===== src/design/bpe_pkg.sv =====
package bpe_pkg;

    localparam int MAX_POINTS  = 16;
    localparam int T_FRAC_BITS = 16;
    localparam int COORD_FRAC  = 16;

    localparam int PIX_W    = 11;
    localparam int IDX_IN_W = 4;
    localparam int NP_W     = 5;
    localparam int T_W      = T_FRAC_BITS + 1;

    // Q11.16 working coordinate, difference, and t * difference product
    localparam int WORK_W = PIX_W + COORD_FRAC;
    localparam int DIFF_W = WORK_W + 1;
    localparam int PROD_W = DIFF_W + T_W + 1;

    localparam int IDX_W = (MAX_POINTS > 1) ? $clog2(MAX_POINTS) : 1;
    localparam int CNT_W = $clog2(MAX_POINTS + 1);
    localparam int CMP_W = (CNT_W > NP_W) ? CNT_W : NP_W;

    localparam int T_HALF = 2 ** (T_FRAC_BITS - 1);
    localparam int C_HALF = 2 ** (COORD_FRAC - 1);

    localparam logic [T_W-1:0] T_ONE = {1'b1, {T_FRAC_BITS{1'b0}}};

    localparam logic FUNC_WRITE = 1'b0;
    localparam logic FUNC_EVAL  = 1'b1;

    typedef enum logic [3:0] {
        ST_IDLE   = 4'b0001,
        ST_RUN    = 4'b0010,
        ST_DRAIN  = 4'b0100,
        ST_FINISH = 4'b1000
    } state_t;

    // Q11.16 to whole pixel, round half up
    function automatic logic [PIX_W-1:0] round_pix(input logic [WORK_W-1:0] v);
        logic [WORK_W:0] s;
        s = {1'b0, v} + (WORK_W + 1)'(C_HALF);
        return s[COORD_FRAC +: PIX_W];
    endfunction

endpackage


===== src/design/bezier_point_evaluator_core.sv =====
// Bezier curve point evaluator, de Casteljau scheme in Q11.16 fixed point.
// Request channel: start with func/point_index/point_x/point_y/t_value is
// taken on a rising edge where start is high and busy is low.
//   func write: stores one control point; busy stays low
//   and no result follows.
//   func evaluate: runs the curve over the first num_points table entries.
// Result channel: done pulses for one cycle with curve_x/curve_y valid. The
// receiver cannot stall; the result must be taken in that cycle.
// Config: cfg_we/cfg_data write num_points (0 acts as 1, above the table
// size acts as the table size); write only while the block is idle.
// Sequencing: an evaluation walks the levels on the shared lerp unit (x and
// y lanes side by side), one element read per cycle: N(N-1)/2 interpolations
// for N points plus one operand-priming read per level, then the DRAIN and
// FINISH states before done. A single point goes straight to FINISH. busy is
// high throughout.
// Reset clears the sequencer and sets num_points to 1; the point table is
// not cleared and must be written before it is evaluated.
module bezier_point_evaluator_core (
    input  logic                          clk,
    input  logic                          rst_n,
    input  logic                          start,
    output logic                          busy,
    input  logic                          func,
    input  logic [bpe_pkg::IDX_IN_W-1:0]  point_index,
    input  logic [bpe_pkg::PIX_W-1:0]     point_x,
    input  logic [bpe_pkg::PIX_W-1:0]     point_y,
    input  logic [bpe_pkg::T_W-1:0]       t_value,
    output logic                          done,
    output logic [bpe_pkg::PIX_W-1:0]     curve_x,
    output logic [bpe_pkg::PIX_W-1:0]     curve_y,
    input  logic                          cfg_we,
    input  logic [bpe_pkg::NP_W-1:0]      cfg_data
);
    import bpe_pkg::*;

    state_t state_reg, state_next;
    logic [CNT_W-1:0] level_reg, level_next;
    logic [IDX_W-1:0] rd_idx_reg, rd_idx_next;
    logic             first_reg, first_next;
    logic             single_reg, single_next;
    logic [T_W-1:0]   t_reg, t_next;
    logic [WORK_W-1:0] prev_x_reg, prev_x_next;
    logic [WORK_W-1:0] prev_y_reg, prev_y_next;
    logic [NP_W-1:0]  np_reg;

    logic [PIX_W-1:0]  ctrl_x_reg [MAX_POINTS];
    logic [PIX_W-1:0]  ctrl_y_reg [MAX_POINTS];
    logic [WORK_W-1:0] work_x_reg [MAX_POINTS];
    logic [WORK_W-1:0] work_y_reg [MAX_POINTS];

    logic                     s2_valid_reg;
    logic [IDX_W-1:0]         s2_idx_reg;
    logic [WORK_W-1:0]        s2_a_x_reg, s2_a_y_reg;
    logic signed [PROD_W-1:0] s2_prod_x_reg, s2_prod_y_reg;

    logic             done_reg, done_next;
    logic [PIX_W-1:0] curve_x_reg, curve_x_next;
    logic [PIX_W-1:0] curve_y_reg, curve_y_next;

    logic              accept;
    logic              ctrl_we;
    logic              issue;
    logic [CNT_W-1:0]  count;
    logic [T_W-1:0]    t_sat;
    logic [WORK_W-1:0] rd_x, rd_y;
    logic signed [T_W:0]      t_s;
    logic signed [DIFF_W-1:0] diff_x, diff_y;
    logic signed [PROD_W-1:0] prod_x, prod_y;
    logic signed [PROD_W-1:0] rnd_x, rnd_y, sum_x, sum_y;

    assign accept  = start && (state_reg == ST_IDLE);
    assign ctrl_we = accept && (func == FUNC_WRITE) && (32'(point_index) < MAX_POINTS);
    assign busy    = (state_reg != ST_IDLE);

    always_comb
    begin
        if (np_reg == '0)
            count = CNT_W'(1);
        else if (CMP_W'(np_reg) > CMP_W'(MAX_POINTS))
            count = CNT_W'(MAX_POINTS);
        else
            count = CNT_W'(np_reg);
    end

    assign t_sat = (t_value > T_ONE) ? T_ONE : t_value;

    // first level streams straight from the point table
    assign rd_x = first_reg ? {ctrl_x_reg[rd_idx_reg], {COORD_FRAC{1'b0}}}
                            : work_x_reg[rd_idx_reg];
    assign rd_y = first_reg ? {ctrl_y_reg[rd_idx_reg], {COORD_FRAC{1'b0}}}
                            : work_y_reg[rd_idx_reg];

    // lerp(a, b) = a + ((t * (b - a) + half) >>> frac)
    assign t_s    = {1'b0, t_reg};
    assign diff_x = DIFF_W'(rd_x) - DIFF_W'(prev_x_reg);
    assign diff_y = DIFF_W'(rd_y) - DIFF_W'(prev_y_reg);
    assign prod_x = t_s * diff_x;
    assign prod_y = t_s * diff_y;

    assign rnd_x = (s2_prod_x_reg + PROD_W'(T_HALF)) >>> T_FRAC_BITS;
    assign rnd_y = (s2_prod_y_reg + PROD_W'(T_HALF)) >>> T_FRAC_BITS;
    assign sum_x = PROD_W'($signed({1'b0, s2_a_x_reg})) + rnd_x;
    assign sum_y = PROD_W'($signed({1'b0, s2_a_y_reg})) + rnd_y;

    always_comb
    begin
        state_next   = state_reg;
        level_next   = level_reg;
        rd_idx_next  = rd_idx_reg;
        first_next   = first_reg;
        single_next  = single_reg;
        t_next       = t_reg;
        prev_x_next  = prev_x_reg;
        prev_y_next  = prev_y_reg;
        done_next    = 1'b0;
        curve_x_next = curve_x_reg;
        curve_y_next = curve_y_reg;
        issue        = 1'b0;

        unique case (state_reg)
            ST_IDLE:
            begin
                if (accept && (func == FUNC_EVAL))
                begin
                    t_next      = t_sat;
                    first_next  = 1'b1;
                    rd_idx_next = '0;
                    level_next  = count;
                    single_next = (count == CNT_W'(1));
                    state_next  = (count == CNT_W'(1)) ? ST_FINISH : ST_RUN;
                end
            end
            ST_RUN:
            begin
                // element 0 of a level only primes prev
                issue       = (rd_idx_reg != '0);
                prev_x_next = rd_x;
                prev_y_next = rd_y;
                if (CNT_W'(rd_idx_reg) == level_reg - CNT_W'(1))
                begin
                    rd_idx_next = '0;
                    level_next  = level_reg - CNT_W'(1);
                    first_next  = 1'b0;
                    if (level_reg == CNT_W'(2))
                        state_next = ST_DRAIN;
                end
                else
                begin
                    rd_idx_next = rd_idx_reg + IDX_W'(1);
                end
            end
            ST_DRAIN:
            begin
                state_next = ST_FINISH;
            end
            ST_FINISH:
            begin
                done_next    = 1'b1;
                curve_x_next = single_reg ? ctrl_x_reg[0] : round_pix(work_x_reg[0]);
                curve_y_next = single_reg ? ctrl_y_reg[0] : round_pix(work_y_reg[0]);
                state_next   = ST_IDLE;
            end
            default:
            begin
                state_next = ST_IDLE;
            end
        endcase
    end

    always_ff @(posedge clk or negedge rst_n)
    begin
        if (!rst_n)
        begin
            state_reg    <= ST_IDLE;
            level_reg    <= '0;
            rd_idx_reg   <= '0;
            first_reg    <= 1'b0;
            single_reg   <= 1'b0;
            np_reg       <= NP_W'(1);
            s2_valid_reg <= 1'b0;
            done_reg     <= 1'b0;
        end
        else
        begin
            state_reg    <= state_next;
            level_reg    <= level_next;
            rd_idx_reg   <= rd_idx_next;
            first_reg    <= first_next;
            single_reg   <= single_next;
            s2_valid_reg <= issue;
            done_reg     <= done_next;
            if (cfg_we)
                np_reg <= cfg_data;
        end
    end

    always_ff @(posedge clk)
    begin
        t_reg         <= t_next;
        prev_x_reg    <= prev_x_next;
        prev_y_reg    <= prev_y_next;
        curve_x_reg   <= curve_x_next;
        curve_y_reg   <= curve_y_next;
        s2_idx_reg    <= rd_idx_reg - IDX_W'(1);
        s2_a_x_reg    <= prev_x_reg;
        s2_a_y_reg    <= prev_y_reg;
        s2_prod_x_reg <= prod_x;
        s2_prod_y_reg <= prod_y;
        if (ctrl_we)
        begin
            ctrl_x_reg[IDX_W'(point_index)] <= point_x;
            ctrl_y_reg[IDX_W'(point_index)] <= point_y;
        end
        if (s2_valid_reg)
        begin
            work_x_reg[s2_idx_reg] <= sum_x[WORK_W-1:0];
            work_y_reg[s2_idx_reg] <= sum_y[WORK_W-1:0];
        end
    end

    assign done    = done_reg;
    assign curve_x = curve_x_reg;
    assign curve_y = curve_y_reg;

`ifndef SYNTHESIS
    a_done_after_finish: assert property (@(posedge clk) disable iff (!rst_n)
        done_reg |-> $past(state_reg == ST_FINISH))
        else $error("done without a finish cycle");

    a_lerp_in_flight: assert property (@(posedge clk) disable iff (!rst_n)
        s2_valid_reg |-> (state_reg == ST_RUN || state_reg == ST_DRAIN))
        else $error("lerp result pending outside run/drain");

    a_run_bounds: assert property (@(posedge clk) disable iff (!rst_n)
        (state_reg == ST_RUN) |-> (CNT_W'(rd_idx_reg) < level_reg && level_reg >= CNT_W'(2)))
        else $error("read index or level out of range");

    a_single_point: assert property (@(posedge clk) disable iff (!rst_n)
        (accept && func == FUNC_EVAL && count == CNT_W'(1)) |=> (state_reg == ST_FINISH))
        else $error("single point evaluation not short-cut");
`endif

endmodule


===== config.mk =====
export PLATFORM = sky130hd
export DESIGN_NAME = bezier_point_evaluator_core
export DESIGN_NICKNAME = d
export VERILOG_FILES = /design/src/design/bpe_pkg.sv /design/src/design/bezier_point_evaluator_core.sv
export SDC_FILE = /design/constraint.sdc
export NUM_CORES = 2
export LEC_CHECK = 0
export ABC_AREA = 1
export BUFFER_PORTS_ARGS = -buffer_cell sky130_fd_sc_hd__buf_2
export CAP_MARGIN = 20
export CORE_AREA = 2 2 488 490
export CTS_BUF_LIST = sky130_fd_sc_hd__clkbuf_16
export DETAILED_ROUTE_END_ITERATION = 10
export DIE_AREA = 0 0 490 492
export PLACE_DENSITY = 0.63
export SYNTH_ARGS = -nofsm -noshare
export SYNTH_HDL_FRONTEND = slang
export SYNTH_SLANG_ARGS = --single-unit

===== constraint.sdc =====
create_clock -name clk -period 16.1 [get_ports clk]
set_clock_uncertainty 0.1 [all_clocks]
set_input_delay 3.22 -clock clk [delete_from_list [all_inputs] [get_ports clk]]
set_output_delay 3.22 -clock clk [all_outputs]
set_load 0.01 [all_outputs]

==> run summary <==
outcome - finished, final reports clean
fin nets - 10300
Post-synth EDFFs - 1309
Mapped Area - 93900 um2
worst slack at placement - 4470 ps
# hold bufs at CTS - 0
most frequent CP cell - fa_1
RD Place Congestion - 0.934
largest net degree at the start of global routing - 228
worst r2r path cells - 33
post-detailed-route count of antenna-violating nets - 0
clock buffer depth - 3
R2R setup slack - 4290 ps
Top FF cell, synth - edfxtp_1
DIE AREA - 241000 um2
CP Launch Type - flip-flop
Fin. Hold Viols - 0
vias in the first global route - 68500
htree depth - 4
share of post-route cells with drive strength above 1 - 0.0717
CP max FO - 227
Worst Hold Class - reg -> reg
Yosys cell types - 74
Yosys top cell by area - edfxtp_1
Synthesized Nets - 10400
max-slew violations - 0
Pre-antenna DRT Iters - 6
Die X - 490 um
Clock Pin Slew Worst Setup and Hold Paths - 60 ps
routed wire length - 279000 um
Max Cap Violations - 0
post_cts resized - 0
gate count of the mapped netlist - 9110
Max-slew headroom - 0.202
Die Y-Extent - 492 um
largest cells by area after synthesis - edfxtp_1, fa_1, inv_1, nor2_1, ha_1
wire per inst - 22.6 um
Min Clock Period, post-route - 11810 ps
slowest CP cell - buf_4
grt total ovfl - 0
Yosys top cell area share - 0.419
Critical Path AT - 12440 ps
CTS tree - built
WHS Path Cells - 0
Finish-stage setup viols - 0
crit end category - flip-flop
Avg Synthesized Cell Area - 10.3 um2
Area Growth Syn to Fin - 9.94%
Port-buffer cells - 76
RSZ-0062 raised after global routing - no
Sink Count - 1445
Req. time, crit path - 16730 ps
antenna violations before repair - 14
worst-skew pair later-pin latency - 840 ps
vias per cell - 5.47
drt drc - 0
IO Pins - 77
GRT Util Overall - 0.229
post-synthesis sequential area ratio - 0.449
Yosys warnings - 0
initial DRC count - 6829
postcts setup bufs - 0
global-route wire length before repair - 423000 um
clk root buf - clkbuf_16
crit path kind - reg -> reg
Yosys reg bits - 1445
setup ws final - 4290 ps
via count - 67700
post-detail-place hpwl - 185000 um
FP Rows - 179
Max Fclk - 84.6 MHz
fraction of registers with async set/reset - 0.0152
Starting Density - 0.397
period utilisation layout - 0.734
slowest stage delay, CP - 890 ps
Tightest Pin Transition - 1200 ps
core area - 236000 um2
TritonCTS Buffers - 156
setup TNS - 0 ps
cell type report:
type | count | area (um2)
Fill cell | 22200 | 133000
Multi-Input combinational cell | 5763 | 44600
Sequential cell | 1445 | 42200
Inverter | 1486 | 5600
Tap cell | 3167 | 3960
Clock buffer | 156 | 3900
Timing Repair Buffer | 227 | 1640
Clock inverter | 132 | 1340
Antenna cell | 3 | 7.51
cells in the mapped netlist, drive strengths merged (7+ instances only):
master / number
inv: 1478
nor2: 1358
edfxtp: 1309
nand2: 983
fa: 882
o21ai: 759
nand3: 329
clkbuf: 319
ha: 316
o221ai: 242
a21oi: 241
xor2: 138
dfxtp: 114
buf: 93
or2: 70
o22ai: 67
xnor2: 65
nor3: 51
o211ai: 46
a31oi: 42
nand4: 29
a21o: 26
a32oi: 21
dfrtp: 20
nor4: 18
o21bai: 16
o21a: 11
a21boi: 9
o31ai: 9
clkinv: 8
nand3b: 7
layout by cell type, fill, tap and decap left out, types with 21 or more instances in the layout:
cell type,count
nor2_4,24
o21ai_0,752
xnor2_1,65
inv_1,1490
edfxtp_1,1309
dfxtp_1,114
xor2_1,127
ha_1,316
a31oi_1,41
clkinv_2,23
nor3_1,40
or2_2,64
nor2_2,22
fa_1,882
clkinv_1,41
a32oi_1,21
nand3_1,320
a21oi_1,238
nand4_1,28
nand2_1,965
o22ai_1,67
a21o_1,26
buf_2,77
buf_4,137
nor2_1,1312
clkbuf_16,156
o211ai_1,45
o221ai_1,242
layer usage:
metal,global-route usage,up-vias,part of all wire
met5,0,-,0.00025
met4,0.0838,12,0.036
met3,0.0385,577,0.081
met2,0.365,2945,0.46
met1,0.314,34200,0.42
li1,-,30000,-
worst max-delay path, delay by kind of cell, from the launching register on:
family,cells,cell delay [ps]
DFF,1,870
xor gates and xnor gates,2,1040
buffers and inverters,7,1810
adders and majority gates,8,3730
and+or+nand+nor,11,2180
AOI/OAI and AO/OA,5,1730
cell families after synthesis:
group           synth area share
simple gates               0.126
buf+inv                   0.0783
compound gates            0.0965
flops                      0.449
fa+ha+maj                  0.230
xor+xnor                  0.0195
mux                     0.000480
through the flow:
stage	hold WS, ps	instances	utilization	cell area, um2
after floorplan	248	9110	-	93900
after CTS	233	12400	0.436	103000
final	242	12400	0.437	103000
after global routing	248	12400	0.437	103000
after detailed placement	253	12100	0.414	97800
after global placement	253	12100	0.414	97700
worst paths after layout:
check	startpoint	end
min in group asynchronous	rst_n	state_reg[1]
min reg2reg	prev_x_reg[18]	s2_a_x_reg[18]
max in group asynchronous	rst_n	rd_idx_reg[2]
max reg2reg	rd_idx_reg[0]	s2_prod_y_reg[36]
max	rd_idx_reg[0]	s2_prod_y_reg[36]
min	prev_x_reg[18]	s2_a_x_reg[18]
Power is not shown: default switching activity piles up to over one toggle a cycle in this logic, so the estimate is an artifact.
